===== src/rtl/core/pmt_pkg.sv =====
`timescale 1ns / 1ps
// ----------------------------------------------------------------------------
// Pointer motion template package
// Shared widths, codes and arithmetic helpers for the pointer motion blocks.
// ----------------------------------------------------------------------------
package pmt_pkg;

    // Field widths.
    localparam int COORD_W = 24;
    localparam int RAD_W   = 23;
    localparam int SCALE_W = 16;
    localparam int IDX_W   = 3;

    // Serial multiplier operand and product widths.
    localparam int MUL_AW = 42;
    localparam int MUL_BW = 27;
    localparam int MUL_PW = MUL_AW + MUL_BW;

    // Serial divider and square root widths.
    localparam int DIV_NW = 39;
    localparam int DIV_DW = 25;
    localparam int DIV_QW = 15;
    localparam int SQ_IW  = 50;
    localparam int SQ_RW  = SQ_IW / 2;

    // Input opcodes; the last code is unused and ignored.
    localparam logic [1:0] OP_PEN  = 2'd0;
    localparam logic [1:0] OP_DRAG = 2'd1;
    localparam logic [1:0] OP_MOVE = 2'd2;
    localparam logic [1:0] OP_RSVD = 2'd3;

    // Reshaping modes; the unused mode behaves as cartesian.
    localparam logic [1:0] MODE_CART   = 2'd0;
    localparam logic [1:0] MODE_GRID   = 2'd1;
    localparam logic [1:0] MODE_RADIAL = 2'd2;
    localparam logic [1:0] MODE_RSVD   = 2'd3;

    // Register indexes.
    localparam logic [IDX_W-1:0] REG_MODE   = 3'd0;
    localparam logic [IDX_W-1:0] REG_CX     = 3'd1;
    localparam logic [IDX_W-1:0] REG_CY     = 3'd2;
    localparam logic [IDX_W-1:0] REG_RADIUS = 3'd3;
    localparam logic [IDX_W-1:0] REG_SC1    = 3'd4;
    localparam logic [IDX_W-1:0] REG_SC2    = 3'd5;
    localparam logic [IDX_W-1:0] REG_OFS1   = 3'd6;
    localparam logic [IDX_W-1:0] REG_OFS2   = 3'd7;

    // Register reset values.
    localparam logic [COORD_W-1:0] RST_CENTER = 24'd76800;
    localparam logic [RAD_W-1:0]   RST_RADIUS = 23'd25600;
    localparam logic [SCALE_W-1:0] RST_SC1    = 16'd16384;
    localparam logic [SCALE_W-1:0] RST_SC2    = 16'd1638;

    // Unit vector length in Q1.14.
    localparam logic signed [15:0] UNIT_Q14 = 16'sd16384;

    // Shift right by k, rounding toward zero.
    function automatic logic signed [MUL_PW:0] f_tdiv(input logic signed [MUL_PW:0] v,
                                                      input int unsigned k);
        logic signed [MUL_PW:0] bias;
        bias = v[MUL_PW] ? ((70'sd1 <<< k) - 70'sd1) : 70'sd0;
        return (v + bias) >>> k;
    endfunction

    // Saturate to the signed coordinate range.
    function automatic logic signed [COORD_W-1:0] f_sat24(input logic signed [34:0] v);
        logic signed [COORD_W-1:0] r;
        if (v > 35'sd8388607) begin
            r = 24'sh7FFFFF;
        end else if (v < -35'sd8388608) begin
            r = 24'sh800000;
        end else begin
            r = v[COORD_W-1:0];
        end
        return r;
    endfunction

endpackage


===== src/rtl/core/pmt_div.sv =====
`timescale 1ns / 1ps
// ----------------------------------------------------------------------------
// Serial divider
// Restoring unsigned divider that produces one quotient bit per cycle.
// ----------------------------------------------------------------------------
module pmt_div import pmt_pkg::*; (
    input  logic              i_clk,
    input  logic              i_rst_n,
    input  logic              i_start,
    input  logic [DIV_NW-1:0] i_num,
    input  logic [DIV_DW-1:0] i_den,
    output logic              o_done,
    output logic [DIV_QW-1:0] o_quo
);
    logic              r_busy, r_done;
    logic [5:0]        r_cnt;
    logic [DIV_NW-1:0] r_num;
    logic [DIV_DW-1:0] r_den, r_rem;
    logic [DIV_DW:0]   w_trial;
    logic              w_ge;

    // Bring down the next numerator bit and try the subtraction.
    assign w_trial = {r_rem, r_num[DIV_NW-1]};
    assign w_ge    = w_trial >= {1'b0, r_den};

    always_ff @(posedge i_clk) begin
        if (!i_rst_n) begin
            r_busy <= 1'b0;
            r_done <= 1'b0;
            r_cnt  <= '0;
        end else begin
            r_done <= 1'b0;
            if (i_start) begin
                r_busy <= 1'b1;
                r_cnt  <= '0;
                r_num  <= i_num;
                r_den  <= i_den;
                r_rem  <= '0;
            end else if (r_busy) begin
                r_rem <= w_ge ? DIV_DW'(w_trial - {1'b0, r_den}) : w_trial[DIV_DW-1:0];
                r_num <= {r_num[DIV_NW-2:0], w_ge};
                r_cnt <= r_cnt + 6'd1;
                if (r_cnt == 6'(DIV_NW - 1)) begin
                    r_busy <= 1'b0;
                    r_done <= 1'b1;
                end
            end
        end
    end

    assign o_done = r_done;
    assign o_quo  = r_num[DIV_QW-1:0];

endmodule


===== config.mk =====
export PLATFORM = sky130hd
export DESIGN_NAME = pmt_div
export DESIGN_NICKNAME = d
export VERILOG_FILES = /design/src/rtl/core/pmt_pkg.sv /design/src/rtl/core/pmt_div.sv
export SDC_FILE = /design/constraint.sdc
export NUM_CORES = 1
export LEC_CHECK = 0
export BUFFER_PORTS_ARGS = -buffer_cell sky130_fd_sc_hd__buf_2
export CELL_PAD_IN_SITES_DETAIL_PLACEMENT = 0
export CELL_PAD_IN_SITES_GLOBAL_PLACEMENT = 1
export CORE_MARGIN = 10
export CORE_UTILIZATION = 49
export DETAILED_ROUTE_END_ITERATION = 16
export PLACE_DENSITY = 0.92
export SLEW_MARGIN = 20
export SYNTH_ARGS = -nofsm -noshare
export SYNTH_HDL_FRONTEND = slang
export SYNTH_SLANG_ARGS = --single-unit

===== constraint.sdc =====
create_clock -name i_clk -period 6.8 [get_ports i_clk]
set_input_delay 0.34 -clock i_clk [delete_from_list [all_inputs] [get_ports i_clk]]
set_output_delay 0.34 -clock i_clk [all_outputs]
set_load 0.01 [all_outputs]

-- Word-level counts from Yosys, hierarchy flattened
Cells that the tools add are included.
Widths: inputs -> output; s select.
- register bits: 97
- input port bits: 67
- output and inout bits: 16
- logic and storage cells: 25
- add/sub/neg operators: 2
- $lt $le $gt $ge: 1
- eq/ne operators: 1
- multiplexer cells: 8
- bitwise operators: 2
- reductions and logical operators: 5
- operators with widths (kind ; count):
    $mux 39 ; 2
    $mux 25 ; 2
    $ge 26x25->1 ; 1
    $sub 25x25->25 ; 1
    $add 6x1->6 const B ; 1
    $eq 6x6->1 const B ; 1
    $mux 1 ; 4
    $reduce_and 2->1 ; 2
    $reduce_or 3->1 ; 1
    $not 1->1 ; 2
    $reduce_bool 2->1 ; 1
    $reduce_or 2->1 ; 1

-- Logic depth before layout (Yosys ltp)
- depth in word-level cells: 4
- mapped depth: 12
- mapped depth without buffers: 11

-- Worst setup path before layout
Ideal clock, no wire load.
- path type: register to register
- start point: register r_num[38]
- end point: register r_rem[20] (data pin)
- setup time: 261 ps
- arrival: 2764 ps
- required time: 6539 ps
- slack: 3775 ps
- stages on the path, launching flop included: 12
- path buffers: 0
- period minus slack after synthesis: 3025 ps
- path through: edfxtp_1 > inv_1 > ha_1 > inv_1 > fa_1 > a21o_1 > a221o_2 > a221o_1 > o21a_4 > a21oi_4 > nor3_2 > a221o_1
- cells in the longest elaborated chain, start to end: 3
- elaborated cells between the ends (all ways): 4
- those cells by class: add/sub (1); order compare (1); mux (2)
- ends and longest elaborated chain (item ; RTL line ; source):
    from (decl) ; pmt_div.sv:17 ; logic [DIV_NW-1:0] r_num;
    from (signal assigned) ; pmt_div.sv:36 ; r_num <= i_num;
    from (signal assigned) ; pmt_div.sv:41 ; r_num <= {r_num[DIV_NW-2:0], w_ge};
    $sub 25x25->25 or $ge 26x25->1 (tied branches) ; pmt_div.sv:40, pmt_div.sv:24 ;
    $mux 25 (*) ; pmt_div.sv:40 ; r_rem <= w_ge ? DIV_DW'(w_trial - {1'b0, r_den}) : w_trial[DIV_DW-1:0];
    $mux 25 (*) ; pmt_div.sv:39 ; end else if (r_busy) begin
    to (signal assigned) ; pmt_div.sv:40 ;
    to (decl) ; pmt_div.sv:18 ; logic [DIV_DW-1:0] r_den, r_rem;
Mark *: on every way between the ends. The rest lies on a longest branch, timed or not. The select of a mux whose other input is x is not followed.
A chain may end at the register's enable or synchronous reset.

-- Worst setup path in the final report
- start point: register r_num[38]
- end point: register r_rem[23] (data pin)
Same word-level chain as after synthesis.

==> Flow_metrics.wiki <==
{| class="wikitable"
! Metric !! Value
|-
| Vias || 3,801
|-
| Final setup slack of the worst path || 3.17 ns
|-
| Worst Path Arrival || ~3.8 ns
|-
| Layout cell share with drive strength beyond 1 || 28.0%
|-
| CTS Buf Count || 9
|-
| Count of fill cells added during filler insertion || 941
|-
| Number of setup buffers added after CTS || 0
|-
| CP bufs+invs || 2
|-
| CTS sink count || 97
|-
| Clock tree buffer depth || 2
|-
| Hold Fails Final Rpt || 0
|-
| Fin nets || 644
|-
| Dpl cell area || 0.00587 mm²
|-
| Max-capacitance violation count || 0
|-
| Root cell of the clock tree || sky130_fd_sc_hd__clkbuf_8
|-
| Dpl hpwl || 8110 µm
|-
| Number of DRC markers in iteration 0 || 194
|-
| Async set or reset register ratio after synthesis || 0%
|-
| Worst r2r path cells || 11
|-
| All-layer global routing usage || 14.3%
|-
| Count of antenna-violating nets left after detailed routing || 0
|-
| Starting density of the core || 50.3%
|-
| Maximum fanout encountered on the critical timing path || 28
|-
| Leakage power figure || 2.40 nW
|-
| YS warnings || 0
|-
| Overall die area || 0.0158 mm²
|-
| Met2 demand-to-capacity share in global routing || a little over a fifth
|-
| Termination of the worst setup path || r_rem[23]$_SDFFCE_PP0P_
|-
| Synth area leader || sky130_fd_sc_hd__edfxtp_1
|-
| Setup Viol. Count Final || 0
|-
| Worst setup EP type || register
|-
| Clock period minus worst slack || 3.63 ns
|-
| Final worst-path cycle share || 53.4%
|-
| Worst skew pair latency || 0.37 ns
|-
| Largest clock skew in the final design || 0.00777 ns
|-
| Via count of the first global-routing pass || 4,010
|-
| CP startpoint kind || register
|-
| Flop and latch count out of synthesis || 97
|-
| Result of the run || completed
|-
| Width of the die || 126 µm
|-
| Gp weighted congestion || ~0.92
|-
| CTS tree || yes
|-
| Aggregate negative setup slack || 0 ns
|-
| Endpoint of the worst-slack reg-to-reg timing path || r_rem[23]$_SDFFCE_PP0P_
|-
| IR drop worst, VDD || 0.000135 V
|-
| Layer with the highest usage || met2
|-
| Largest delay share family, worst path || compound AO/OA/AOI/OAI gates
|-
| Number of stages on the worst setup path || 11
|-
| I/O pin cnt || 83
|-
| Largest cells by area after synthesis || sky130_fd_sc_hd__edfxtp_1 (49%), sky130_fd_sc_hd__mux2_2 (8.0%), sky130_fd_sc_hd__ha_1 (6.2%)
|-
| Drt wl/cell || 16.2 µm
|-
| Net count after synthesis || approximately 580
|-
| Slew at the pin with the worst max-slew slack || between 0.8 and 0.9 ns
|-
| Core ar. || 0.0109 mm²
|-
| GR met1 Demand/Resource || 17.6%
|-
| Sequential fraction of the synthesis area || ~52%
|-
| Wire length of the first global-routing pass || 19,100 µm
|-
| Cell chain of the critical path || inv_1 > ha_1 > inv_1 > fa_1 > a21o_1 > a221o_2 > a221o_1 > o21a_4 > a21oi_4 > nor4b_1 > a221o_1
|-
| Hold slack || 0.134 ns
|-
| Largest net degree at the start of global routing || 75
|-
| PortBufs || 82
|-
| Startpoint of the most critical setup path || r_num[38]$_DFFE_PP_
|-
| Wire length after detailed routing || 11,200 µm
|-
| Power density relative to cell area || 236 mW/mm²
|-
| Post-route standard cell area excluding fillers || 0.00606 mm²
|-
| Antenna cell count || 0
|-
| Placement row count || 38
|-
| Instance count of the mapped netlist || 487
|-
| Largest stage delay on the critical path || 0.61 ns
|-
| Number of vias per cell || between 5 and 6
|-
| Hold Path Class || in2reg
|-
| Required time at the worst-slack endpoint || between 6 and 7 ns
|-
| Initial antenna violation count || 0
|-
| Vert. Die Dim || approximately 130 µm
|-
| Most frequent cells in the layout || sky130_fd_sc_hd__edfxtp_1 (89), sky130_fd_sc_hd__buf_2 (82), sky130_fd_sc_hd__nand2_1 (42)
|-
| Synthesis-to-layout area growth || 10.7%
|-
| Number of synthesized flops with an enable pin || 89
|-
| Clk slew on worst S/H paths || around 0.1 ns
|-
| Critical setup path kind || reg2reg
|-
| Met3 track demand over resource in global routing || between 6 and 7%
|-
| Most common cell after layout, fill and taps aside || sky130_fd_sc_hd__edfxtp_1
|-
| Source of the worst register-to-register timing path || r_num[38]$_DFFE_PP_
|-
| Remaining global-route overflow || 0
|-
| RSZ-0062 raised after global routing || false
|-
| Average cell area after synthesis || 11.2 µm²
|-
| Max Transition Viols Final || 0
|-
| Synth unique cells || between 50 and 60
|-
| Achievable Freq || 276 MHz
|-
| Reg-to-reg setup timing slack || roughly 3.2 ns
|-
| Setup WS pre-CTS || roughly 3.2 ns
|-
| Number of placed instances with taps included || around 680
|-
| Post-CTS resize count || 0
|-
| Length of the first detailed-routing pass in iterations || 4
|-
| Number of hold buffers added after cts || 0
|-
| H-tree depth || 3
|-
| Area share of the largest cell type after synthesis || between 40 and 50%
|-
| Slowest stage cell on the critical path || sky130_fd_sc_hd__a21oi_4
|-
| Remaining DRCs || 0
|-
| Number of standard cells in the final layout excluding fillers || 694
|-
| Relative slew margins || 43.6%
|-
| Main flop type after synthesis || sky130_fd_sc_hd__edfxtp_1
|-
| Post-synthesis instance area || 0.00547 mm²
|}
[where the power goes]
group	total (mW)	internal, mW	switching (mW)
Clock	0.360	0.139	0.221
Combinational	0.341	0.146	0.195
Sequential	0.726	0.708	0.0186
Total	1.43	0.993	0.435
[sequential cells by signal, summed over array words and instances, names as in the netlist]
| register | flops |
|---|---|
| o_done | 1 |
| r_busy | 1 |
| r_cnt | 6 |
| r_den | 25 |
| r_num | 39 |
| r_rem | 25 |
[cells in the mapped netlist, types with 2 or more instances]
cell	n
sky130_fd_sc_hd__nor2b_1	2
sky130_fd_sc_hd__nand4_1	5
sky130_fd_sc_hd__nand2_1	42
sky130_fd_sc_hd__and2_1	2
sky130_fd_sc_hd__a221o_1	4
sky130_fd_sc_hd__o31ai_1	2
sky130_fd_sc_hd__nor2_1	30
sky130_fd_sc_hd__nor3_1	11
sky130_fd_sc_hd__buf_6	3
sky130_fd_sc_hd__mux2_2	39
sky130_fd_sc_hd__o21a_1	4
sky130_fd_sc_hd__nand3_1	14
sky130_fd_sc_hd__buf_1	5
sky130_fd_sc_hd__and3_1	2
sky130_fd_sc_hd__o211a_1	2
sky130_fd_sc_hd__a21boi_0	4
sky130_fd_sc_hd__a21o_2	3
sky130_fd_sc_hd__or3b_2	2
sky130_fd_sc_hd__buf_2	4
sky130_fd_sc_hd__a21o_1	5
sky130_fd_sc_hd__dfxtp_1	8
sky130_fd_sc_hd__ha_1	27
sky130_fd_sc_hd__clkbuf_1	7
sky130_fd_sc_hd__xor2_1	8
sky130_fd_sc_hd__a31oi_1	4
sky130_fd_sc_hd__o21ai_1	3
sky130_fd_sc_hd__or3_1	2
sky130_fd_sc_hd__nand3b_1	5
sky130_fd_sc_hd__nor4_1	5
sky130_fd_sc_hd__a21oi_1	34
sky130_fd_sc_hd__edfxtp_1	89
sky130_fd_sc_hd__a211oi_2	4
sky130_fd_sc_hd__buf_4	15
sky130_fd_sc_hd__o21ai_0	16
sky130_fd_sc_hd__nand2b_1	4
sky130_fd_sc_hd__o211ai_1	5
sky130_fd_sc_hd__xnor2_1	9
sky130_fd_sc_hd__inv_1	37
[area by class of cell]
| cell class | instances | area [µm²] | share of cell area (%) |
|---|---|---|---|
| repair buffers | 85 | 433 | 7.14 |
| flip-flops and latches | 97 | 2830 | 46.7 |
| well taps | 140 | 175 | 2.89 |
| multi-input cells | 319 | 2290 | 37.8 |
| clock inverters | 7 | 63.8 | 1.05 |
| inverters | 37 | 139 | 2.29 |
| clock buffers | 9 | 124 | 2.04 |
[cells by family (layout without fill, tap and decap cells)]
logic type	Yosys count	in the layout	synth area share, %
AND/OR/NAND/NOR	131	131	11.5
flip-flops	97	97	51.7
buffers and inverters	71	138	6.40
AO/OA/AOI/OAI	104	104	13.1
adder cells (fa/ha/maj)	28	28	6.54
multiplexers	39	39	8.02
XOR/XNOR	17	17	2.72
[metal layers]
metal	part of all wire [%]	wire length, µm
met1	45	4990
met4	0.56	63
met5	0	0
met2	46	5170
met3	8.8	984
[how the worst min path moves through the flow]
| stage | from | endpoint | depth (start not counted) |
|---|---|---|---|
| floorplan | i_den[0] | r_den[0]$_DFFE_PP_ | 0 |
| global placement | r_cnt[5]$_SDFFE_PP0P_ | r_cnt[5]$_SDFFE_PP0P_ | 2 |
| detailed placement | r_cnt[5]$_SDFFE_PP0P_ | r_cnt[5]$_SDFFE_PP0P_ | 2 |
| CTS | i_den[18] | r_den[18]$_DFFE_PP_ | 1 |
| global route | i_den[19] | r_den[19]$_DFFE_PP_ | 1 |
| finish | i_den[18] | r_den[18]$_DFFE_PP_ | 1 |
[through the flow]
step	utilization [%]	power, mW
after global placement	53.9	1.07
after floorplan	-	1.01
final	55.7	1.43
after CTS	55.7	1.44
after detailed placement	53.9	1.08
after global routing	55.7	1.51
(Power assumes the default switching activity.)
