<file path="src/rtl/core/pmt_pkg.sv">
`timescale 1ns / 1ps
// ----------------------------------------------------------------------------
// Pointer motion template package
// Shared widths, codes and arithmetic helpers for the pointer motion blocks.
// ----------------------------------------------------------------------------
package pmt_pkg;

    // Field widths.
    localparam int COORD_W = 24;
    localparam int RAD_W   = 23;
    localparam int SCALE_W = 16;
    localparam int IDX_W   = 3;

    // Serial multiplier operand and product widths.
    localparam int MUL_AW = 42;
    localparam int MUL_BW = 27;
    localparam int MUL_PW = MUL_AW + MUL_BW;

    // Serial divider and square root widths.
    localparam int DIV_NW = 39;
    localparam int DIV_DW = 25;
    localparam int DIV_QW = 15;
    localparam int SQ_IW  = 50;
    localparam int SQ_RW  = SQ_IW / 2;

    // Input opcodes; the last code is unused and ignored.
    localparam logic [1:0] OP_PEN  = 2'd0;
    localparam logic [1:0] OP_DRAG = 2'd1;
    localparam logic [1:0] OP_MOVE = 2'd2;
    localparam logic [1:0] OP_RSVD = 2'd3;

    // Reshaping modes; the unused mode behaves as cartesian.
    localparam logic [1:0] MODE_CART   = 2'd0;
    localparam logic [1:0] MODE_GRID   = 2'd1;
    localparam logic [1:0] MODE_RADIAL = 2'd2;
    localparam logic [1:0] MODE_RSVD   = 2'd3;

    // Register indexes.
    localparam logic [IDX_W-1:0] REG_MODE   = 3'd0;
    localparam logic [IDX_W-1:0] REG_CX     = 3'd1;
    localparam logic [IDX_W-1:0] REG_CY     = 3'd2;
    localparam logic [IDX_W-1:0] REG_RADIUS = 3'd3;
    localparam logic [IDX_W-1:0] REG_SC1    = 3'd4;
    localparam logic [IDX_W-1:0] REG_SC2    = 3'd5;
    localparam logic [IDX_W-1:0] REG_OFS1   = 3'd6;
    localparam logic [IDX_W-1:0] REG_OFS2   = 3'd7;

    // Register reset values.
    localparam logic [COORD_W-1:0] RST_CENTER = 24'd76800;
    localparam logic [RAD_W-1:0]   RST_RADIUS = 23'd25600;
    localparam logic [SCALE_W-1:0] RST_SC1    = 16'd16384;
    localparam logic [SCALE_W-1:0] RST_SC2    = 16'd1638;

    // Unit vector length in Q1.14.
    localparam logic signed [15:0] UNIT_Q14 = 16'sd16384;

    // Shift right by k, rounding toward zero.
    function automatic logic signed [MUL_PW:0] f_tdiv(input logic signed [MUL_PW:0] v,
                                                      input int unsigned k);
        logic signed [MUL_PW:0] bias;
        bias = v[MUL_PW] ? ((70'sd1 <<< k) - 70'sd1) : 70'sd0;
        return (v + bias) >>> k;
    endfunction

    // Saturate to the signed coordinate range.
    function automatic logic signed [COORD_W-1:0] f_sat24(input logic signed [34:0] v);
        logic signed [COORD_W-1:0] r;
        if (v > 35'sd8388607) begin
            r = 24'sh7FFFFF;
        end else if (v < -35'sd8388608) begin
            r = 24'sh800000;
        end else begin
            r = v[COORD_W-1:0];
        end
        return r;
    endfunction

endpackage

</file>
<file path="src/rtl/core/pmt_mul.sv">
`timescale 1ns / 1ps
// ----------------------------------------------------------------------------
// Serial signed multiplier
// Shift-add multiplier that retires one multiplier bit per cycle.
// ----------------------------------------------------------------------------
module pmt_mul import pmt_pkg::*; (
    input  logic                     i_clk,
    input  logic                     i_rst_n,
    input  logic                     i_start,
    input  logic signed [MUL_AW-1:0] i_a,
    input  logic signed [MUL_BW-1:0] i_b,
    output logic                     o_done,
    output logic signed [MUL_PW:0]   o_prod
);
    logic              r_busy, r_done, r_neg;
    logic [4:0]        r_cnt;
    logic [MUL_AW-1:0] r_mc;
    logic [MUL_PW-1:0] r_prod;
    logic [MUL_AW-1:0] w_amag;
    logic [MUL_BW-1:0] w_bmag;
    logic [MUL_AW:0]   w_sum;

    // Operand magnitudes; the sign is applied at the end.
    assign w_amag = i_a[MUL_AW-1] ? MUL_AW'(-i_a) : MUL_AW'(i_a);
    assign w_bmag = i_b[MUL_BW-1] ? MUL_BW'(-i_b) : MUL_BW'(i_b);

    // Add the multiplicand into the upper half when the low bit is set.
    assign w_sum = {1'b0, r_prod[MUL_PW-1:MUL_BW]} + (r_prod[0] ? {1'b0, r_mc} : '0);

    always_ff @(posedge i_clk) begin
        if (!i_rst_n) begin
            r_busy <= 1'b0;
            r_done <= 1'b0;
            r_cnt  <= '0;
        end else begin
            r_done <= 1'b0;
            if (i_start) begin
                r_busy <= 1'b1;
                r_cnt  <= '0;
                r_mc   <= w_amag;
                r_prod <= {{MUL_AW{1'b0}}, w_bmag};
                r_neg  <= i_a[MUL_AW-1] ^ i_b[MUL_BW-1];
            end else if (r_busy) begin
                r_prod <= {w_sum, r_prod[MUL_BW-1:1]};
                r_cnt  <= r_cnt + 5'd1;
                if (r_cnt == 5'(MUL_BW - 1)) begin
                    r_busy <= 1'b0;
                    r_done <= 1'b1;
                end
            end
        end
    end

    assign o_done = r_done;
    assign o_prod = r_neg ? -$signed({1'b0, r_prod}) : $signed({1'b0, r_prod});

endmodule

</file>
<file path="config.mk">
export PLATFORM = sky130hd
export DESIGN_NAME = pmt_mul
export DESIGN_NICKNAME = d
export VERILOG_FILES = /design/src/rtl/core/pmt_pkg.sv /design/src/rtl/core/pmt_mul.sv
export SDC_FILE = /design/constraint.sdc
export NUM_CORES = 1
export LEC_CHECK = 0
export BUFFER_PORTS_ARGS = -buffer_cell sky130_fd_sc_hd__buf_2
export CORE_ASPECT_RATIO = 0.6
export CORE_MARGIN = 10
export CORE_UTILIZATION = 59
export DETAILED_ROUTE_END_ITERATION = 7
export HOLD_SLACK_MARGIN = 0.12
export PLACE_DENSITY = 0.86
export SYNTH_ARGS = -nofsm -noshare
export SYNTH_HDL_FRONTEND = slang
export SYNTH_SLANG_ARGS = --single-unit
</file>
<file path="constraint.sdc">
create_clock -name i_clk -period 5.2 [get_ports i_clk]
set_clock_uncertainty 0.15 [all_clocks]
set_input_delay 0.78 -clock i_clk [delete_from_list [all_inputs] [get_ports i_clk]]
set_output_delay 0.78 -clock i_clk [all_outputs]
set_load 0.005 [all_outputs]
</file>
---- Yosys cells after proc, flatten, opt, wreduce, memory -nomap -nowiden ----
Cells that the tools add are included.
storage, ports and cells
  bits of input ports ..................... 72
  output and inout bits ................... 71
  register bits after elaboration ......... 119
cells by class
  multiplexer cells ....................... 10
  bitwise operators ....................... 3
  reductions and logical operators ........ 5
  eq/ne operators ......................... 1
  $add $sub $neg .......................... 5
operator list
  kind                   count
  $mux W70               1
  $neg A69 Y70           1
  $mux W69               1
  $mux W27               2
  $add A42 B42 Y43       1
  $mux W42               1
  $neg A42 Y42           1
  $mux W41               1
  $neg A27 Y27           1
  $add A5 B1 Y5 const B  1
  $eq A5 B5 Y1 const B   1
  $mux W1                4
  $reduce_and A2 Y1      2
  $reduce_or A3 Y1       1
  $not A1 Y1             2
  $reduce_bool A2 Y1     1
  $reduce_or A2 Y1       1
  $xor A1 B1 Y1          1

---- Logic depth before layout (Yosys ltp) ----
Gate-level depths: netlist of the first run.
  depth in word-level cells ............... 4
  mapped depth ............................ 14

---- Worst setup path before layout of the first run ----
OpenSTA, ideal clock, no wires.
  path type ............................... register -> output
  start point ............................. register r_prod[0]
  end point ............................... output port o_prod[68]
  stages on the path, launching flop included .. 14
  path slack .............................. 1181 ps
  arrival time ............................ 3089 ps
  required time ........................... 4270 ps
  path through ............................ edfxtp_1 -> clkbuf_1 -> clkbuf_1 -> inv_1 -> ha_1 -> nor2b_1 -> nand2_1 -> or4_4 -> or4b_4 -> nand2b_4 -> buf_6 -> nand2b_4 -> o31ai_4 -> xnor2_1
on the way
  cells in the longest elaborated chain, start to end .. 2
RTL lines
  element                 RTL line       source
  start, declared         pmt_mul.sv:18  logic [MUL_PW-1:0] r_prod;
  start signal, assigned  pmt_mul.sv:41  r_prod <= {{MUL_AW{1'b0}}, w_bmag};
  start signal, assigned  pmt_mul.sv:44  r_prod <= {w_sum, r_prod[MUL_BW-1:1]};
  $neg A69 Y70            pmt_mul.sv:55  assign o_prod = r_neg ? -$signed({1'b0, r_prod}) : $signed({1'b0, r_prod});
  $mux W70                pmt_mul.sv:55
  end, declared           pmt_mul.sv:13  output logic signed [MUL_PW:0] o_prod
No other way between the ends.

---- Final worst setup path of the first run ----
  start point ............................. register r_prod[1]
  end point ............................... output port o_prod[68]
The elaborated chain is that of the path after synthesis.

==> metrics.csv, run 1 <==
stage,metric,value,unit
final_layout,"most common cell after layout, fill and taps aside",buf_2,
global_route,first-pass GRT wire length,43.41,mm
yosys,share of synthesized flip-flops with an asynchronous set or reset,0,%
timing,fin. max-slew vios,0,
cts,Num Clock Sinks,119,
die,# IOs,143,
timing,Final period util,89.90,%
cts,"Clk pin slew, worst setup/hold paths",0.06,ns
die,DIE WIDTH,185.6,um
global_route,GRT Residual Overflow,0,
placement,Post-Place Worst Slack,1.045,ns
drt,Final ANT Viol Nets,0,
final_layout,layout cells sized above 1,18.02,%
placement,gp weighted congestion,0.9842,
cts,Root Driver,clkbuf_16,
setup_path,crit path from,r_prod[1],
timing,post-route minimum period,4.675,ns
global_route,largest net degree at the start of global routing,77,
setup_path,crit path kind,register to primary output,
yosys,syn_area_per_cell,9.092,um2
yosys,most used flip-flop cell after synthesis,edfxtp_1,
drt,Pre-antenna DRT Iters,6,
setup_path,Critical R2R Launch,r_prod[0],
timing,Setup TNS,0,ns
timing,final worst slack,0.5250,ns
drt,residual DRC count,0,
power,Power Total,3.257,mW
yosys,Syn Nets,1188,
cts,PostCTS Resize Cnt,0,
setup_path,crit-path max cell delay,0.62,ns
die,Starting Density,60.05,%
drt,vias per cell,6.270,
die,core area,16170,um2
yosys,Post-synth EDFFs,112,
drt,Via Count,8840,
setup_path,Worst Path Required,4.27,ns
final_layout,"commonest cells after routing, fill and taps aside","buf_2, xnor2_1, edfxtp_1",
final_layout,Final #Nets,1306,
setup_path,critical path peak fanout,8,
min_path,Hold WC Path Type,register to register,
yosys,Post-Syn Instances,1068,
die,Die Y,119.4,um
global_route,vias in the first global route,8318,
yosys,"Seq/Total Area, Yosys",36.08,%
setup_path,Worst path slowest cell,or4_4,
cts,Skew-Pair Late Insertion Delay,0.43,ns
timing,Fmax,0.2139,GHz
cts,hold-fix buffer count after cts,0,
setup_path,CP top delay family,simple AND/OR/NAND/NOR gates,
yosys,synthesized flop and latch total,119,
setup_path,cell mode on critical path,nand2b_4,
cts,Post-CTS Setup Bufs,0,
timing,slew margin rel.,24.61,%
flow_run,maxcap violations,0,
placement,DPL Wire Length,21.22,mm
setup_path,WP buf/inv,2,
drt,WL/cell,19.49,um
power,Peak VDD IR,0.2003,mV
setup_path,CP cell instances,"inv_1, ha_1, nor2b_1, nand2_1, or4_4, or4b_4, nand2b_4, nand2b_4, o31ai_4, xnor2_1, buf_2",
global_route,GR Util All Layers,24.19,%
setup_path,crit path DAT,3.75,ns
power,PD cells,293.5,nW/um2
global_route,initial antenna violation count,2,
min_path,hold path start,r_cnt[4],
yosys,Post-Syn Area,9711,um2
timing,Final Setup Violations,0,
timing,actual slew at the worst max-slew pin,1.131,ns
timing,RSZ-0062 raised after global routing,no,
die,row cnt,36,
power,Leakage,4.120,nW
cts,TritonCTS clock tree,done,
final_layout,final core occ,68.63,%
final_layout,area grow syn2layout,14.29,%
placement,port bufs,142,
die,area of the die,22160,um2
cts,Clock Path Buffers,2,
drt,WL final,27.48,mm
cts,CTS H-tree depth,4,
timing,Final Hold Vio Count,0,
outcome,outcome,finished clean,
setup_path,startpoint class of the critical path,register,
cts,TritonCTS Buffers,17,
yosys,Yosys warnings,0,
setup_path,CP Capture Type,primary output,
yosys,Unique masters post-synth,64,
drt,Detailed Route Iter0 Violations,1073,
[path summary, 6_finish.rpt]
| check | end | slack [ns] | cells after the start |
|---|---|---|---|
| worst min-delay path | r_cnt[4] | 0.38 | 2 |
| worst min register to register | r_cnt[4] | 0.38 | 2 |
| worst max register to register | r_prod[52] | 0.90 | 13 |
| worst max-delay path | o_prod[68] | 0.52 | 11 |
[cells in the mapped netlist (all sizes together) (3+ instances only)]
master  count  area share (%)
xnor2     131              12
edfxtp    112              35
nand2      99             3.8
nor2       96             3.7
o21ai      73             3.8
a21oi      72             3.7
clkbuf     47             1.8
ha         47             6.1
o31ai      47             3.9
and2       44             2.8
xor2       34             3.1
nor3       22             1.2
nand4      21             1.4
or3        21             1.4
or4        21             1.7
inv        19            0.73
o41ai      19             2.0
mux2       15             1.7
a21o       14             1.1
nor2b      13            0.84
nand3      11            0.57
nand2b      9            0.73
dfxtp       7             1.4
o21a        7            0.54
o21bai      7            0.54
a211oi      6            0.46
nor4        6            0.45
and3        5            0.32
buf         5            0.31
a31oi       3            0.19
nand4b      3            0.27
o31a        3            0.27
[per-stage QoR]
step	cells	hold slack (ns)	area [um2]
6_report	1410	0.3822	11100
5_1_grt	1410	0.4174	11100
4_1_cts	1408	0.3836	11090
3_5_place_dp	1376	0.3684	10550
3_3_place_gp	1376	0.3445	10550
2_1_floorplan	1068	0.3225	9711
[where the power goes]
part	switching (mW)	total [mW]	internal [mW]
combinational	0.529	0.916	0.386
sequential	0.0854	1.25	1.16
clock	0.423	1.10	0.673
[per-layer routing]
| layer | wire, um | global-route usage, % |
|---|---|---|
| met2 | 11560 | 34.77 |
| met1 | 12040 | 34.27 |
| met5 | 0 | 0 |
| met3 | 3242 | 7.165 |
| met4 | 635 | 7.071 |
[tightest hold or removal path, cell delays in order (launching register included)]
cell and delay, ns:
dfxtp_1 0.34, xor2_1 0.08, nor2_1 0.08
[flip-flops by register name (all words and copies together), names as in the netlist]
signal / cells
r_prod: 69
r_mc: 42
r_cnt: 5
r_neg: 1
o_done: 1
r_busy: 1
[final cells by class]
type / count / area (um2)
timing repair buffer: 151 / 778.2
fill: 1255 / 5072
inverter: 19 / 71.32
antenna: 2 / 5.005
clock buffer: 25 / 506.7
multi-input combinational: 878 / 5931
tap: 209 / 261.5
clock inverter: 7 / 41.29
sequential: 119 / 3503
[logic make-up after synthesis]
logic type                 count (synthesis)  synth area share, %
xor gates and xnor gates                 165                14.88
adders and majority gates                 48                6.262
DFF                                      119                36.08
muxes                                     16                1.843
AOI/OAI and AO/OA                        266                17.76
and+or+nand+nor                          383                20.32
buffers and inverters                     71                2.860
Power figures use the tool's default switching activity.
==> run 2: changes to the inputs <==
Settings changed: CORE_MARGIN 10 to not set.
==> run 2 against run 1 <==
  * Setup slack better by 0.0063 ns
  * Count of clock-buffer cells in the layout decreased by 2
  * Largest cell class unchanged
  * Via count increased by 1.1%
  * Maximum frequency increased by 0.13%
  * Critical endpoint unchanged
==> metrics.csv, run 2 (synthesis gave the netlist of run 1 again) <==
stage,metric,value,unit,change
die,# IOs,143,,unchanged
min_path,Hold WC Path Type,register to register,,
global_route,GRT Residual Overflow,0,,unchanged
global_route,Most Crowded Layer GR,met1,,
final_layout,max FFs per register,69,,unchanged
die,core area,15720,um2,-2.8%
global_route,met2 Use GR,47.12,%,+12 points
drt,residual DRC count,0,,unchanged
global_route,M1 GR Usage,47.65,%,+13 points
final_layout,layout cells sized above 1,18.13,%,+0.11 points
final_layout,area grow syn2layout,14.69,%,
setup_path,crit path DAT,3.74,ns,about the same
final_layout,"most common cell after layout, fill and taps aside",buf_2,,
die,Die Y,101.4,um,-15%
power,Comb pwr share,27.3,%,-0.8 points
final_layout,top flop regs,"r_prod x69, r_mc x42, r_cnt x5",,
power,Leakage,4.139,nW,+0.47%
cts,CTS H-tree depth,4,,unchanged
setup_path,Worst Path Required,4.27,ns,about the same
timing,fin. max-slew vios,0,,unchanged
cts,PostCTS Resize Cnt,0,,unchanged
power,switching part of the total,31.95,%,+0.076 points
drt,WL/cell,19.15,um,-1.7%
die,row cnt,35,,-2.8%
cts,TritonCTS Buffers,17,,unchanged
drt,Via Count,8937,,+1.1%
cts,Root Driver,clkbuf_16,,
power,power share of the sequential group,36.9,%,-1.3 points
final_layout,"commonest cells after routing, fill and taps aside","buf_2, xnor2_1, edfxtp_1",,
die,Starting Density,61.77,%,+1.7 points
power,PD cells,301.9,nW/um2,+2.9%
drt,vias per cell,6.379,,+1.7%
outcome,outcome,finished clean,,
timing,Hold WS,0.3738,ns,-0.008388 ns
timing,slew margin rel.,36.87,%,+12 points
final_layout,Largest Register,r_prod,,
timing,Final Setup Violations,0,,unchanged
setup_path,R2R Setup Slk,1.01,ns,+0.11 ns
setup_path,Critical R2R Launch,r_prod[0],,
cts,Num Clock Sinks,119,,unchanged
timing,post-route minimum period,4.669,ns,-0.006278 ns
power,Psw,1.074,mW,+3.5%
placement,port bufs,142,,unchanged
timing,Fmax,0.2142,GHz,+0.13%
global_route,GR Layer Usage met3,6.721,%,-0.44 points
die,DIE WIDTH,167.6,um,-9.7%
drt,Detailed Route Iter0 Violations,856,,-20%
setup_path,CP Capture Type,primary output,,
global_route,first-pass GRT wire length,42.62,mm,-1.8%
timing,Final period util,89.78,%,-0.12 points
setup_path,R2R depth,14,,+1
placement,DPL Wire Length,19.94,mm,-6.1%
global_route,GR Util All Layers,32.22,%,+8.0 points
cts,Skew-Pair Late Insertion Delay,0.42,ns,about the same
timing,RSZ-0062 raised after global routing,no,,
setup_path,reg-to-reg endpoint,r_prod[60],,
cts,Clock Path Buffers,2,,unchanged
cts,TritonCTS clock tree,done,,
die,area of the die,16990,um2,-23%
power,internal power,2.288,mW,+3.1%
min_path,worst hold endpoint,r_cnt[1],,
drt,WL final,26.83,mm,-2.4%
drt,Pre-antenna DRT Iters,8,,+2
flow_run,maxcap violations,0,,unchanged
drt,Final ANT Viol Nets,0,,unchanged
cts,"Clk pin slew, worst setup/hold paths",0.06,ns,about the same
placement,gp weighted congestion,0.9494,,-3.5%
power,clock group share of total power,35.9,%,+2.2 points
cts,hold-fix buffer count after cts,0,,unchanged
timing,Final Hold Vio Count,0,,unchanged
global_route,vias in the first global route,8073,,-2.9%
power,Peak VDD IR,0.1499,mV,-25%
setup_path,critical path peak fanout,8,,unchanged
setup_path,startpoint class of the critical path,register,,
min_path,hold depth,2,,unchanged
timing,Setup TNS,0,ns,unchanged
cts,Post-CTS Setup Bufs,0,,unchanged
min_path,hold path start,r_cnt[1],,
timing,actual slew at the worst max-slew pin,0.9470,ns,-0.1838 ns
final_layout,Fillers,1161,,-7.5%
setup_path,crit path kind,register to primary output,,
global_route,largest net degree at the start of global routing,71,,-7.8%
global_route,initial antenna violation count,0,,-2
final_layout,Final #Nets,1304,,-0.15%
==> run 2: cell types whose count changed in the layout (fill, tap and decap cells not counted), moves of 2 or more <==
cell       change
clkbuf_16      +3
clkbuf_1       -3
clkbuf_8       -2
inv_4          +2
buf_4          -2
clkinv_2       -4
inv_6          +3
==> run 2: layout make-up <==
cell class                      instances  area (um2)  area share [%]
Tap cell                              203       254.0           2.281
Inverter                               19       71.32          0.6404
Timing Repair Buffer                  149       763.2           6.853
Antenna cell                            1       2.502         0.02247
Clock buffer                           23       543.0           4.876
Sequential cell                       119        3503           31.46
Clock inverter                          9       68.82          0.6179
Multi-Input combinational cell        878        5931           53.25
==> run 2: power by group through the flow <==
stage / combinational, mW / sequential (mW) / clock, mW
2_1_floorplan: 0.609 / 1.23 / 0
3_3_place_gp: 0.868 / 1.25 / 0
3_5_place_dp: 0.887 / 1.25 / 0
4_1_cts: 0.899 / 1.24 / 1.21
5_1_grt: 1.00 / 1.25 / 1.25
6_report: 0.917 / 1.24 / 1.21
==> run 2: worst max-delay path: stages, from the launching register on <==
cell	delay, ns
edfxtp_1	0.48
or4_1	0.61
or4_1	0.51
nor2_1	0.26
or4b_4	0.55
nand2b_4	0.24
nand2b_4	0.21
o31ai_4	0.18
xnor2_1	0.14
buf_2	0.13
==> run 2: how the worst max path moves through the flow <==
stage               startpoint    endpoint  slack [ns]  cells past startpoint
floorplan            r_prod[0]  o_prod[68]        1.18                     13
global placement     r_prod[5]  o_prod[68]        1.09                      9
detailed placement   r_prod[5]  o_prod[68]        1.03                      9
CTS                  r_prod[1]  o_prod[68]        0.56                     11
global route         r_prod[1]  o_prod[68]        0.33                     11
finish              r_prod[35]  o_prod[68]        0.53                      9
==> run 2: layer usage <==
layer	wire, um	vias to the layer above
met4	569	0
met2	11300	532
li1	-	4158
met1	12150	4188
met5	0	-
met3	2810	59
==> run 2: through the flow <==
stage / utilization (%) / instance area (um2) / worst slack (ns) / std cells / total power [mW]
floorplan: - / 9711 / 1.181 / 1068 / 1.838
global placement: 66.93 / 10520 / 1.085 / 1368 / 2.117
detailed placement: 66.93 / 10520 / 1.034 / 1368 / 2.141
CTS: 70.82 / 11130 / 0.5642 / 1400 / 3.341
global route: 70.82 / 11130 / 0.3304 / 1400 / 3.500
finish: 70.84 / 11140 / 0.5313 / 1401 / 3.362
