<file path="src/rtl/core/pmt_pkg.sv">
`timescale 1ns / 1ps
// ----------------------------------------------------------------------------
// Pointer motion template package
// Shared widths, codes and arithmetic helpers for the pointer motion blocks.
// ----------------------------------------------------------------------------
package pmt_pkg;

    // Field widths.
    localparam int COORD_W = 24;
    localparam int RAD_W   = 23;
    localparam int SCALE_W = 16;
    localparam int IDX_W   = 3;

    // Serial multiplier operand and product widths.
    localparam int MUL_AW = 42;
    localparam int MUL_BW = 27;
    localparam int MUL_PW = MUL_AW + MUL_BW;

    // Serial divider and square root widths.
    localparam int DIV_NW = 39;
    localparam int DIV_DW = 25;
    localparam int DIV_QW = 15;
    localparam int SQ_IW  = 50;
    localparam int SQ_RW  = SQ_IW / 2;

    // Input opcodes; the last code is unused and ignored.
    localparam logic [1:0] OP_PEN  = 2'd0;
    localparam logic [1:0] OP_DRAG = 2'd1;
    localparam logic [1:0] OP_MOVE = 2'd2;
    localparam logic [1:0] OP_RSVD = 2'd3;

    // Reshaping modes; the unused mode behaves as cartesian.
    localparam logic [1:0] MODE_CART   = 2'd0;
    localparam logic [1:0] MODE_GRID   = 2'd1;
    localparam logic [1:0] MODE_RADIAL = 2'd2;
    localparam logic [1:0] MODE_RSVD   = 2'd3;

    // Register indexes.
    localparam logic [IDX_W-1:0] REG_MODE   = 3'd0;
    localparam logic [IDX_W-1:0] REG_CX     = 3'd1;
    localparam logic [IDX_W-1:0] REG_CY     = 3'd2;
    localparam logic [IDX_W-1:0] REG_RADIUS = 3'd3;
    localparam logic [IDX_W-1:0] REG_SC1    = 3'd4;
    localparam logic [IDX_W-1:0] REG_SC2    = 3'd5;
    localparam logic [IDX_W-1:0] REG_OFS1   = 3'd6;
    localparam logic [IDX_W-1:0] REG_OFS2   = 3'd7;

    // Register reset values.
    localparam logic [COORD_W-1:0] RST_CENTER = 24'd76800;
    localparam logic [RAD_W-1:0]   RST_RADIUS = 23'd25600;
    localparam logic [SCALE_W-1:0] RST_SC1    = 16'd16384;
    localparam logic [SCALE_W-1:0] RST_SC2    = 16'd1638;

    // Unit vector length in Q1.14.
    localparam logic signed [15:0] UNIT_Q14 = 16'sd16384;

    // Shift right by k, rounding toward zero.
    function automatic logic signed [MUL_PW:0] f_tdiv(input logic signed [MUL_PW:0] v,
                                                      input int unsigned k);
        logic signed [MUL_PW:0] bias;
        bias = v[MUL_PW] ? ((70'sd1 <<< k) - 70'sd1) : 70'sd0;
        return (v + bias) >>> k;
    endfunction

    // Saturate to the signed coordinate range.
    function automatic logic signed [COORD_W-1:0] f_sat24(input logic signed [34:0] v);
        logic signed [COORD_W-1:0] r;
        if (v > 35'sd8388607) begin
            r = 24'sh7FFFFF;
        end else if (v < -35'sd8388608) begin
            r = 24'sh800000;
        end else begin
            r = v[COORD_W-1:0];
        end
        return r;
    endfunction

endpackage

</file>
<file path="src/rtl/core/pmt_sqrt.sv">
`timescale 1ns / 1ps
// ----------------------------------------------------------------------------
// Serial square root
// Digit-by-digit integer square root, two radicand bits per cycle.
// ----------------------------------------------------------------------------
module pmt_sqrt import pmt_pkg::*; (
    input  logic             i_clk,
    input  logic             i_rst_n,
    input  logic             i_start,
    input  logic [SQ_IW-1:0] i_rad,
    output logic             o_done,
    output logic [SQ_RW-1:0] o_root
);
    logic             r_busy, r_done;
    logic [4:0]       r_cnt;
    logic [SQ_IW-1:0] r_s;
    logic [SQ_RW+2:0] r_rem;
    logic [SQ_RW-1:0] r_root;
    logic [SQ_RW+2:0] w_t, w_trial;
    logic             w_ge;

    // Shift in the next two bits and test root*4+1 against the remainder.
    assign w_t     = {r_rem[SQ_RW:0], r_s[SQ_IW-1:SQ_IW-2]};
    assign w_trial = {1'b0, r_root, 2'b01};
    assign w_ge    = w_t >= w_trial;

    always_ff @(posedge i_clk) begin
        if (!i_rst_n) begin
            r_busy <= 1'b0;
            r_done <= 1'b0;
            r_cnt  <= '0;
        end else begin
            r_done <= 1'b0;
            if (i_start) begin
                r_busy <= 1'b1;
                r_cnt  <= '0;
                r_s    <= i_rad;
                r_rem  <= '0;
                r_root <= '0;
            end else if (r_busy) begin
                r_s    <= {r_s[SQ_IW-3:0], 2'b00};
                r_rem  <= w_ge ? (w_t - w_trial) : w_t;
                r_root <= {r_root[SQ_RW-2:0], w_ge};
                r_cnt  <= r_cnt + 5'd1;
                if (r_cnt == 5'(SQ_RW - 1)) begin
                    r_busy <= 1'b0;
                    r_done <= 1'b1;
                end
            end
        end
    end

    assign o_done = r_done;
    assign o_root = r_root;

endmodule

</file>
<file path="config.mk">
export PLATFORM = sky130hd
export DESIGN_NAME = pmt_sqrt
export DESIGN_NICKNAME = d
export VERILOG_FILES = /design/src/rtl/core/pmt_pkg.sv /design/src/rtl/core/pmt_sqrt.sv
export SDC_FILE = /design/constraint.sdc
export NUM_CORES = 1
export LEC_CHECK = 0
export BUFFER_PORTS_ARGS = -buffer_cell sky130_fd_sc_hd__buf_2
export CAP_MARGIN = 15
export CELL_PAD_IN_SITES_DETAIL_PLACEMENT = 0
export CELL_PAD_IN_SITES_GLOBAL_PLACEMENT = 1
export CORE_ASPECT_RATIO = 0.6
export CORE_MARGIN = 2
export CORE_UTILIZATION = 42
export DETAILED_ROUTE_END_ITERATION = 10
export GPL_ROUTABILITY_DRIVEN = 1
export PLACE_DENSITY = 0.79
export SLEW_MARGIN = 20
export SYNTH_ARGS = -nofsm -noshare
export SYNTH_HDL_FRONTEND = slang
export SYNTH_SLANG_ARGS = --single-unit
</file>
<file path="constraint.sdc">
create_clock -name i_clk -period 10.9 [get_ports i_clk]
set_clock_uncertainty 0.15 [all_clocks]
set_input_delay 2.18 -clock i_clk [delete_from_list [all_inputs] [get_ports i_clk]]
set_output_delay 2.18 -clock i_clk [all_outputs]
set_load 0.05 [all_outputs]
</file>
* Word-level counts from Yosys, hierarchy flattened
Cells that the tools add are included.
Widths: inputs -> output; s select.
** Storage, ports and cells
- Register bits :: 108
- Input port bits :: 53
- Output and inout port bits :: 26
- Logic and storage cells :: 25
** Operators by class
- $add $sub $neg :: 2
- $lt $le $gt $ge :: 1
- Equality and inequality tests :: 1
- Mux-type cells :: 9
- Bitwise logic cells :: 2
- Reduce and logical (&&, ||, !) cells :: 4
** Operators with widths (count)
- $mux 50 :: 2
- $mux 26 :: 2
- $ge 28x27->1 :: 1
- $sub 26x26->26 :: 1
- $mux 25 :: 1
- $add 5x1->5 const B :: 1
- $eq 5x5->1 const B :: 1
- $mux 1 :: 4
- $reduce_or 3->1 :: 1
- $not 1->1 :: 2
- $reduce_and 2->1 :: 1
- $reduce_bool 2->1 :: 1
- $reduce_or 2->1 :: 1

* Depth between registers and ports, before layout
Gate-level depths: netlist of the first run.
- Depth in word-level cells :: 4
- Depth in mapped cells :: 11
- Depth with buffers taken out :: 9

* Worst setup path after synthesis of the first run
Ideal clock, no wire load.
- Path kind :: input -> register
- Start point :: in i_start
- End point :: reg r_root[0] (netlist: o_root[0]) (enable)
- Library setup time :: 0.469 ns
- Arrival time :: 4.795 ns
- Required time :: 10.281 ns
- Path slack :: 5.486 ns
- Stages :: 2
- Buffers on the path :: 1
- Path through :: buf_1 -> o21a_1
** On the way
- Word-level cells in the longest chain between the ends :: 2
** RTL lines
- from (decl) :: line pmt_sqrt.sv:9 : input logic i_start,
- $reduce_bool 2->1 (no source line)
- $reduce_and 2->1 (no source line)
- to (signal assigned) :: line pmt_sqrt.sv:43 : r_root <= {r_root[SQ_RW-2:0], w_ge};
- to (decl) :: line pmt_sqrt.sv:18 : logic [SQ_RW-1:0] r_root;
Every way passes these cells.
A chain may end at the register's enable or synchronous reset.

* Worst setup path in the final report of the first run
- Start point :: in i_start
- End point :: reg r_root[17] (netlist: o_root[17]) (enable)
Same word-level chain as after synthesis.

==> impl_metrics.csv, run 1 <==
group,metric,value,unit
worst_setup_path,path_cells,"buf_4, o21a_4, buf_4",
layout,fillers,1331,
worst_hold_path,min_to,"r_s[7]",
clocking,root_buffer,"clkbuf_16",
worst_setup_path,cp.required,10.74,ns
worst_setup_path,rrSetupSlack,7.34,ns
yosys,synth_top_area_cell,"edfxtp_1",
clocking,cts_resized,0,
clocking,clock_sinks,108,
timing,drv_slew,0,
global_route,antenna_found_initial,1,
routing,vias_per_cell,5.54,
yosys,synth-xor-area-share,0.0269,
routing,wl_per_cell,17.3,um
worst_setup_path,end_kind,"flip-flop",
layout,layout_commonest_cell,"edfxtp_1",
worst_setup_path,setup.worst_path.start_class,"primary input",
layout,fin_nets,699,
worst_hold_path,holdCritPathClass,"flip-flop to flip-flop",
clocking,cts_tree,"done",
pwr,leakagePower,2.74,nW
worst_setup_path,reg2regPathDepth,9,
yosys,yosys.area_share.adder,0.0586,
worst_setup_path,reg2reg_to,"r_rem[1]",
place,post-dp-hpwl,9870,um
timing,hold_viol_final,0,
clocking,cts.path.max_buffers,2,
clocking,insertion_delay,0.36,ns
timing,rsz0062_at_grt,"false",
routing,ant_nets,0,
layout,utilization,0.488,
yosys,yosys.area_share.simple,0.113,
yosys,synth_compound_area_frac,0.153,
yosys,synth_top_family_by_area,"compound AO/OA/AOI/OAI gates",
layout,insertedDiodeCount,0,
timing,tns,0,ns
yosys,postSynthCellCount,550,
global_route,grt_pass1_wl,23000,um
global_route,grt.total_usage,0.184,
worst_setup_path,cpMostUsedCell,"buf_4",
yosys,synth_edf_count,101,
routing,first_iter_violations,376,
routing,drtPass1Iterations,5,
global_route,grt_pass1_vias,4461,
pwr,p_per_area,158,nW/um2
timing,fin_crit_sh,0.380,
pwr,power.switching,0.354,mW
pwr,ir_worst_vdd,0.0794,mV
timing,holdWs,0.398,ns
yosys,seq_area_frac_synth,0.512,
yosys,synth.distinct_cells,68,
timing,fmax,242,MHz
timing,finalSetupViolations,0,
worst_setup_path,crit_slowest_cell,"buf_4",
floorplanning,die_h,98.1,um
place,routabilityCongestion,0.829,
worst_hold_path,min-delay-start,"r_s[5]",
routing,num_vias,4539,
worst_setup_path,critPathKind,"primary input to flip-flop",
pwr,pwr-share-comb,0.248,
yosys,synth-seq-cells,108,
floorplanning,ios,79,
flow_run,maxCapViolCount,0,
pwr,power,1.12,mW
layout,final_cell_mix,"101 x edfxtp_1, 77 x buf_2, 48 x mux2_2, 44 x a21oi_1, 43 x nor2_1",
floorplanning,die_w,161,um
worst_setup_path,cp.arrival,3.98,ns
clocking,cts_max_level,3,
run_status,status,"completed",
worst_hold_path,worstHoldPathCells,1,
timing,post-route-min-period,4.14,ns
pwr,switching_share,0.316,
timing,tightestPinTransition,0.867,ns
clocking,numCtsBuffers,9,
yosys,yosysWarningCount,0,
yosys,synthTopCellsByArea,"edfxtp_1 49%, mux2_2 8.7%, ha_1 5.9%",
routing,drc,0,
routing,wl,14200,um
yosys,synth_async_sr_flop_share,0,
floorplanning,initial_core_util,0.428,
yosys,synth_ff_type,"edfxtp_1",
yosys,muxShareOfSynthArea,0.0921,
floorplanning,rows,34,
clocking,postCtsSetupRepairBufs,0,
place,port_buffers,78,
worst_setup_path,slowest_delay,0.70,ns
pwr,pwr-share-clk,0.298,
yosys,syn_avg_cell_area,11.3,um2
layout,final_layout_size_suffix_gt1_frac,0.264,
floorplanning,fp.dieArea,15800,um2
yosys,synth_nets,632,
pwr,p_int,0.765,mW
worst_setup_path,regToRegStartpoint,"r_rem[16]",
timing,timing.slew.headroom,0.422,
floorplanning,core-area,14500,um2
pwr,seqPwrFrac,0.454,
worst_setup_path,critical_path_peak_fanout,55,
clocking,ctsHoldBuffers,0,
layout,area_growth,13.9,%
global_route,grt_remaining_overflow,0,
clocking,clkSlewWorstSetupHoldPaths,0.08,ns
yosys,yosysTopAreaCellShare,0.489,
yosys,synth_area,6200,um2
global_route,grt_max_degree,62,
-- power by group through the flow --
stage                     combinational, mW  clock, mW  sequential, mW
after floorplan                       0.192          0           0.531
after global placement                0.267          0           0.516
after detailed placement              0.272          0           0.517
after CTS                             0.274      0.344           0.508
after global routing                  0.305      0.354           0.511
final                                 0.277      0.334           0.508
-- cell usage after synthesis (3+ instances only) --
cell,number
nor2_1,43
mux2i_1,3
xor2_1,8
a211oi_1,8
xnor2_1,11
nand4_1,3
ha_1,29
o311ai_0,3
nand2_1,19
a21oi_2,3
nand3_1,26
a22o_1,3
clkbuf_1,10
o31ai_1,5
buf_1,4
o211ai_1,10
and2_1,5
a21o_1,7
mux2_2,48
dfxtp_1,7
buf_2,4
a31oi_1,3
edfxtp_1,101
a21oi_1,44
nand2b_1,4
nor2b_1,7
inv_1,37
nor3_1,11
o21ai_0,23
buf_4,3
o21a_1,7
and3_1,6
-- sequential cells by signal (all words and copies together) (netlist names) --
signal and count:
o_done 1, r_rem 26, r_s 50, r_busy 1
r_cnt 5, o_root 25
-- final cells by class --
type                       instances  area [um2]  share of cell area
sequential                       108        3170               0.449
tap                              198         248              0.0351
timing repair buffer              82         427              0.0604
multi-input combinational        379        2770               0.392
clock buffer                       9         225              0.0319
inverter                          37         139              0.0197
clock inverter                     7        82.6              0.0117
-- worst max-delay path by stage --
stage,start,end,slack (ns),cells past startpoint
6_report,i_start,o_root[17],6.76,3
4_1_cts,i_start,o_root[17],6.73,3
2_1_floorplan,i_start,o_root[0],5.49,2
5_1_grt,i_start,o_root[17],6.60,3
3_3_place_gp,i_start,r_rem[17],6.41,3
3_5_place_dp,i_start,r_rem[15],6.36,3
-- worst max-delay path, delay by kind of cell --
family	cells	cell delay, ns
buffers and inverters	2	1.11
AO/OA/AOI/OAI	1	0.60
-- metrics by stage --
stage               instances  instance area [um2]  worst slack (ns)
finish                    820                 7060              6.76
floorplan                 550                 6200              5.49
global placement          803                 6740              6.41
global route              820                 7060              6.60
CTS                       819                 7050              6.73
detailed placement        803                 6740              6.36
-- routing by layer --
| layer | vias to the layer above | share of wire | GRT usage |
|---|---|---|---|
| met2 | 158 | 0.41 | 0.264 |
| met5 | - | 0 | 0 |
| li1 | 2189 | - | - |
| met3 | 14 | 0.062 | 0.0395 |
| met4 | 0 | 0.0084 | 0.0467 |
| met1 | 2178 | 0.52 | 0.284 |
-- kinds of logic after synthesis --
logic type | Yosys count
AO/OA/AOI/OAI | 142
AND/OR/NAND/NOR | 138
flip-flops | 108
buffers and inverters | 63
multiplexers | 51
adder cells (fa/ha/maj) | 29
XOR/XNOR | 19
Note: power is estimated with default switching activity, not from simulation.
==> inputs of run 2 (changes only) <==
==> constraint.sdc (replaced) <==
create_clock -name i_clk -period 4.15 [get_ports i_clk]
set_clock_uncertainty 0.15 [all_clocks]
set_input_delay 0.83 -clock i_clk [delete_from_list [all_inputs] [get_ports i_clk]]
set_output_delay 0.83 -clock i_clk [all_outputs]
set_load 0.05 [all_outputs]
==> run 2 against run 1 <==
Effect of this change: final area grew 0.53%; cell count grew 0.24%; count of clock-buffer cells in the layout is the same; largest cell class unchanged.
==> impl_metrics.csv, run 2 (synthesis results as in run 1) <==
group,metric,value,unit
timing,finalSetupViolations,0,
layout,utilization,0.491,
pwr,switching_share,0.319,
worst_setup_path,path_buf_inv,0,
run_status,status,"completed",
timing,tightestPinTransition,0.753,ns
worst_setup_path,end_kind,"flip-flop",
layout,regMostFlops,"r_s",
worst_setup_path,crit_slowest_cell,"ha_1",
routing,vias_per_cell,5.48,
timing,fmax,308,MHz
global_route,grt_remaining_overflow,0,
routing,wl,14200,um
global_route,grt.total_usage,0.188,
clocking,clock_sinks,108,
pwr,p_per_area,417,nW/um2
routing,first_iter_violations,443,
worst_setup_path,regToRegStartpoint,"r_rem[17]",
pwr,power.switching,0.945,mW
worst_hold_path,min-delay-start,"r_cnt[4]",
timing,rsz0062_at_grt,"false",
worst_setup_path,cp.required,4.15,ns
place,routabilityCongestion,0.843,
place,port_buffers,78,
worst_setup_path,path_delay_family,"compound AO/OA/AOI/OAI gates",
layout,insertedDiodeCount,0,
worst_setup_path,setup.worst_path.start_class,"flip-flop",
layout,final_cell_mix,"101 x edfxtp_1, 77 x buf_2, 48 x mux2_2, 44 x a21oi_1, 43 x nor2_1",
clocking,cts_max_level,3,
pwr,pwr-share-clk,0.302,
layout,layout_commonest_cell,"edfxtp_1",
floorplanning,core-area,14500,um2
clocking,root_buffer,"clkbuf_16",
clocking,insertion_delay,0.36,ns
worst_setup_path,slowest_delay,0.54,ns
timing,hold_viol_final,0,
clocking,clkSlewWorstSetupHoldPaths,0.09,ns
worst_setup_path,critical_path_peak_fanout,15,
layout,area_growth,14.5,%
pwr,p_int,2.02,mW
routing,drc,0,
routing,drtPass1Iterations,5,
pwr,power,2.96,mW
global_route,antenna_found_initial,0,
timing,fin_crit_sh,0.784,
layout,fin_nets,701,
worst_setup_path,cp.arrival,3.25,ns
routing,num_vias,4506,
pwr,seqPwrFrac,0.449,
global_route,grt_pass1_vias,4535,
layout,final_layout_size_suffix_gt1_frac,0.266,
clocking,cts.path.max_buffers,2,
worst_setup_path,path_cells,"ha_1, and3_4, and3_1, nand2_1, o21ai_1, o21a_1, nor2_1, o31ai_1",
routing,ant_nets,0,
layout,largest_reg_flops,50,
floorplanning,ios,79,
pwr,ir_worst_vdd,0.194,mV
clocking,ctsHoldBuffers,0,
clocking,postCtsSetupRepairBufs,0,
layout,design_area,7100,um2
clocking,cts_tree,"done",
routing,wl_per_cell,17.3,um
timing,drv_slew,0,
global_route,grt_max_degree,75,
clocking,cts_resized,0,
floorplanning,initial_core_util,0.428,
timing,tns,0,ns
pwr,pwr-share-comb,0.249,
floorplanning,die_w,161,um
flow_run,maxCapViolCount,0,
clocking,numCtsBuffers,9,
worst_setup_path,critPathKind,"flip-flop to flip-flop",
place,post-dp-hpwl,10100,um
pwr,leakagePower,2.76,nW
worst_setup_path,cp-startpoint,"r_rem[17]",
timing,timing.slew.headroom,0.498,
floorplanning,rows,34,
layout,fillers,1339,
worst_hold_path,holdCritPathClass,"flip-flop to flip-flop",
place,dpl_cell_area,6780,um2
timing,post-route-min-period,3.25,ns
floorplanning,fp.dieArea,15800,um2
floorplanning,die_h,98.1,um
global_route,grt_pass1_wl,23400,um
[run 2: cell count changes in the layout (fill, tap and decap cells not counted)]
| cell | before | now |
|---|---|---|
| a211oi_2 | 0 | 1 |
| a211oi_4 | 1 | 0 |
| buf_12 | 0 | 2 |
| buf_4 | 4 | 5 |
| buf_6 | 1 | 0 |
| clkinv_2 | 1 | 0 |
| clkinv_4 | 0 | 1 |
| inv_12 | 0 | 1 |
| inv_8 | 1 | 0 |
[run 2: metal layers]
metal / GRT usage / vias up / part of all wire
met1: 0.276 / 2131 / 0.50
met3: 0.0633 / 15 / 0.088
met5: 0 / - / 0
met4: 0.0419 / 0 / 0.0099
met2: 0.269 / 163 / 0.40
li1: - / 2197 / -
[run 2: cell type report]
type / instances / area (um2) / share of cell area
flip-flops and latches: 108 / 3170 / 0.447
multi-input cells: 379 / 2760 / 0.389
repair buffers: 84 / 463 / 0.0652
well taps: 198 / 248 / 0.0349
clock buffers: 9 / 225 / 0.0317
inverters: 37 / 139 / 0.0196
clock inverters: 7 / 91.3 / 0.0129
[run 2: worst min-delay path, cell delays in order, from the launching register on]
cell     delay, ns
dfxtp_1       0.35
xor2_1        0.07
nor2_1        0.08
[run 2: worst paths after layout]
kind         slack, ns  depth (start not counted)         to
max               0.90                          8  r_rem[18]
min               0.39                          2   r_cnt[4]
max reg2reg       0.90                          8  r_rem[18]
min reg2reg       0.39                          2   r_cnt[4]
[run 2: power by group through the flow]
stage	clock [mW]	combinational (mW)	sequential (mW)
after floorplan	0	0.505	1.40
after detailed placement	0	0.724	1.35
after global placement	0	0.715	1.35
after global routing	0.954	0.817	1.34
after CTS	0.917	0.729	1.33
final	0.895	0.737	1.33
[run 2: per-stage QoR]
stage | std cells | hold WS (ns) | setup WS, ns
after global routing | 822 | 0.419 | 0.642
after CTS | 822 | 0.395 | 0.964
after floorplan | 550 | 0.329 | 0.0863
after detailed placement | 806 | 0.367 | 0.997
final | 822 | 0.394 | 0.898
after global placement | 806 | 0.348 | 1.05
==> inputs of run 3 (changes only) <==
==> constraint.sdc (replaced) <==
create_clock -name i_clk -period 3.3 [get_ports i_clk]
set_clock_uncertainty 0.15 [all_clocks]
set_input_delay 0.66 -clock i_clk [delete_from_list [all_inputs] [get_ports i_clk]]
set_output_delay 0.66 -clock i_clk [all_outputs]
set_load 0.05 [all_outputs]
==> run 3 against run 2 <==
Effect of this change: first-iteration DRC count decreased by 24%; register-to-register slack got worse by 0.76 ns; power increased by 26%; highest routed layer unchanged; via count increased by 2.2%; largest power group unchanged; global-route usage increased by 0.12 points; critical path type unchanged.
==> impl_metrics.csv, run 3 (synthesis results as in run 1) <==
group,metric,value,unit
clocking,clkSlewWorstSetupHoldPaths,0.09,ns
worst_setup_path,end_kind,"flip-flop",
worst_setup_path,critPathKind,"flip-flop to flip-flop",
place,post-dp-hpwl,10100,um
timing,fmax,316,MHz
layout,fin_nets,705,
clocking,numCtsBuffers,9,
floorplanning,ios,79,
clocking,clock_sinks,108,
routing,wl,14400,um
global_route,grt_remaining_overflow,0,
routing,first_iter_violations,338,
layout,final_cell_mix,"101 x edfxtp_1, 77 x buf_2, 48 x mux2_2, 44 x a21oi_1, 43 x nor2_1",
pwr,leakagePower,2.76,nW
global_route,antenna_found_initial,0,
floorplanning,die_h,98.1,um
routing,ant_nets,0,
timing,hold_viol_final,0,
timing,timing.slew.headroom,0.408,
pwr,power.switching,1.19,mW
clocking,cts_max_level,3,
worst_setup_path,cp.required,3.25,ns
clocking,cts_resized,0,
global_route,grt.total_usage,0.189,
pwr,p_per_area,523,nW/um2
routing,drtPass1Iterations,6,
place,port_buffers,78,
timing,tns,0,ns
routing,vias_per_cell,5.57,
layout,design_area,7110,um2
place,dpl_cell_area,6810,um2
pwr,seqPwrFrac,0.449,
global_route,grt_max_degree,44,
clocking,cts.path.max_buffers,2,
global_route,grt_pass1_vias,4533,
floorplanning,fp.dieArea,15800,um2
clocking,ctsHoldBuffers,0,
pwr,switching_share,0.320,
timing,post-route-min-period,3.16,ns
routing,wl_per_cell,17.4,um
layout,layout_commonest_cell,"edfxtp_1",
pwr,pwr-share-clk,0.297,
worst_setup_path,critical_path_peak_fanout,9,
pwr,ir_worst_vdd,0.283,mV
routing,num_vias,4603,
timing,finalSetupViolations,0,
global_route,grt_pass1_wl,23600,um
place,routabilityCongestion,0.949,
floorplanning,initial_core_util,0.428,
pwr,p_int,2.53,mW
floorplanning,die_w,161,um
pwr,pwr-share-comb,0.253,
timing,tightestPinTransition,0.888,ns
worst_setup_path,setup.worst_path.start_class,"flip-flop",
layout,area_growth,14.8,%
layout,largest_reg_flops,50,
layout,insertedDiodeCount,0,
clocking,cts_tree,"done",
floorplanning,core-area,14500,um2
timing,drv_slew,0,
routing,drc,0,
clocking,root_buffer,"clkbuf_16",
clocking,postCtsSetupRepairBufs,0,
flow_run,maxCapViolCount,0,
floorplanning,rows,34,
timing,fin_crit_sh,0.958,
timing,rsz0062_at_grt,"false",
run_status,status,"completed",
layout,final_layout_size_suffix_gt1_frac,0.271,
clocking,insertion_delay,0.36,ns
worst_hold_path,holdCritPathClass,"flip-flop to flip-flop",
layout,regMostFlops,"r_s",
worst_setup_path,cp.arrival,3.11,ns
[run 3: stage by stage]
step                setup WS, ns   util  hold slack (ns)  cells  power, mW
finish                     0.139  0.492            0.388    826       3.72
global route            0.000244  0.492            0.404    826       3.89
CTS                        0.219  0.492            0.381    826       3.72
detailed placement         0.246  0.471            0.364    810       2.62
global placement           0.315  0.471            0.346    810       2.61
floorplan                  0.423      -            0.329    550       2.39
[run 3: per-layer routing]
layer / GRT usage / up-vias / share of wire
met5: 0 / - / 0
met4: 0.0453 / 0 / 0.011
met3: 0.0531 / 18 / 0.077
met2: 0.270 / 176 / 0.41
met1: 0.284 / 2212 / 0.50
li1: - / 2197 / -
[run 3: layout make-up]
type                       instances  area (um2)
tap                              198         248
fill                            1355        7350
timing repair buffer              88         493
sequential                       108        3170
clock inverter                     7        78.8
multi-input combinational        379        2760
inverter                          37         139
clock buffer                       9         225
[run 3: critical path, cell delays in order, from the launching register on]
cell and delay, ns:
edfxtp_1 0.43, ha_1 0.41, a21o_1 0.25, a21oi_1 0.28
a21boi_1 0.28, nand2_1 0.12, o21ai_2 0.37, a21oi_1 0.25
a32o_1 0.35
[run 3: path summary, 6_finish.rpt]
kind	from	to	slack (ns)	cells past startpoint
max	r_rem[16]	r_rem[14]	0.14	8
min	r_cnt[4]	r_cnt[4]	0.39	2
max reg2reg	r_rem[16]	r_rem[14]	0.14	8
min reg2reg	r_cnt[4]	r_cnt[4]	0.39	2
[run 3: power groups by stage]
stage	Clock (mW)	Sequential [mW]	Combinational, mW
finish	1.11	1.67	0.943
global route	1.17	1.68	1.04
CTS	1.13	1.67	0.926
detailed placement	0	1.70	0.920
global placement	0	1.70	0.911
floorplan	0	1.75	0.635
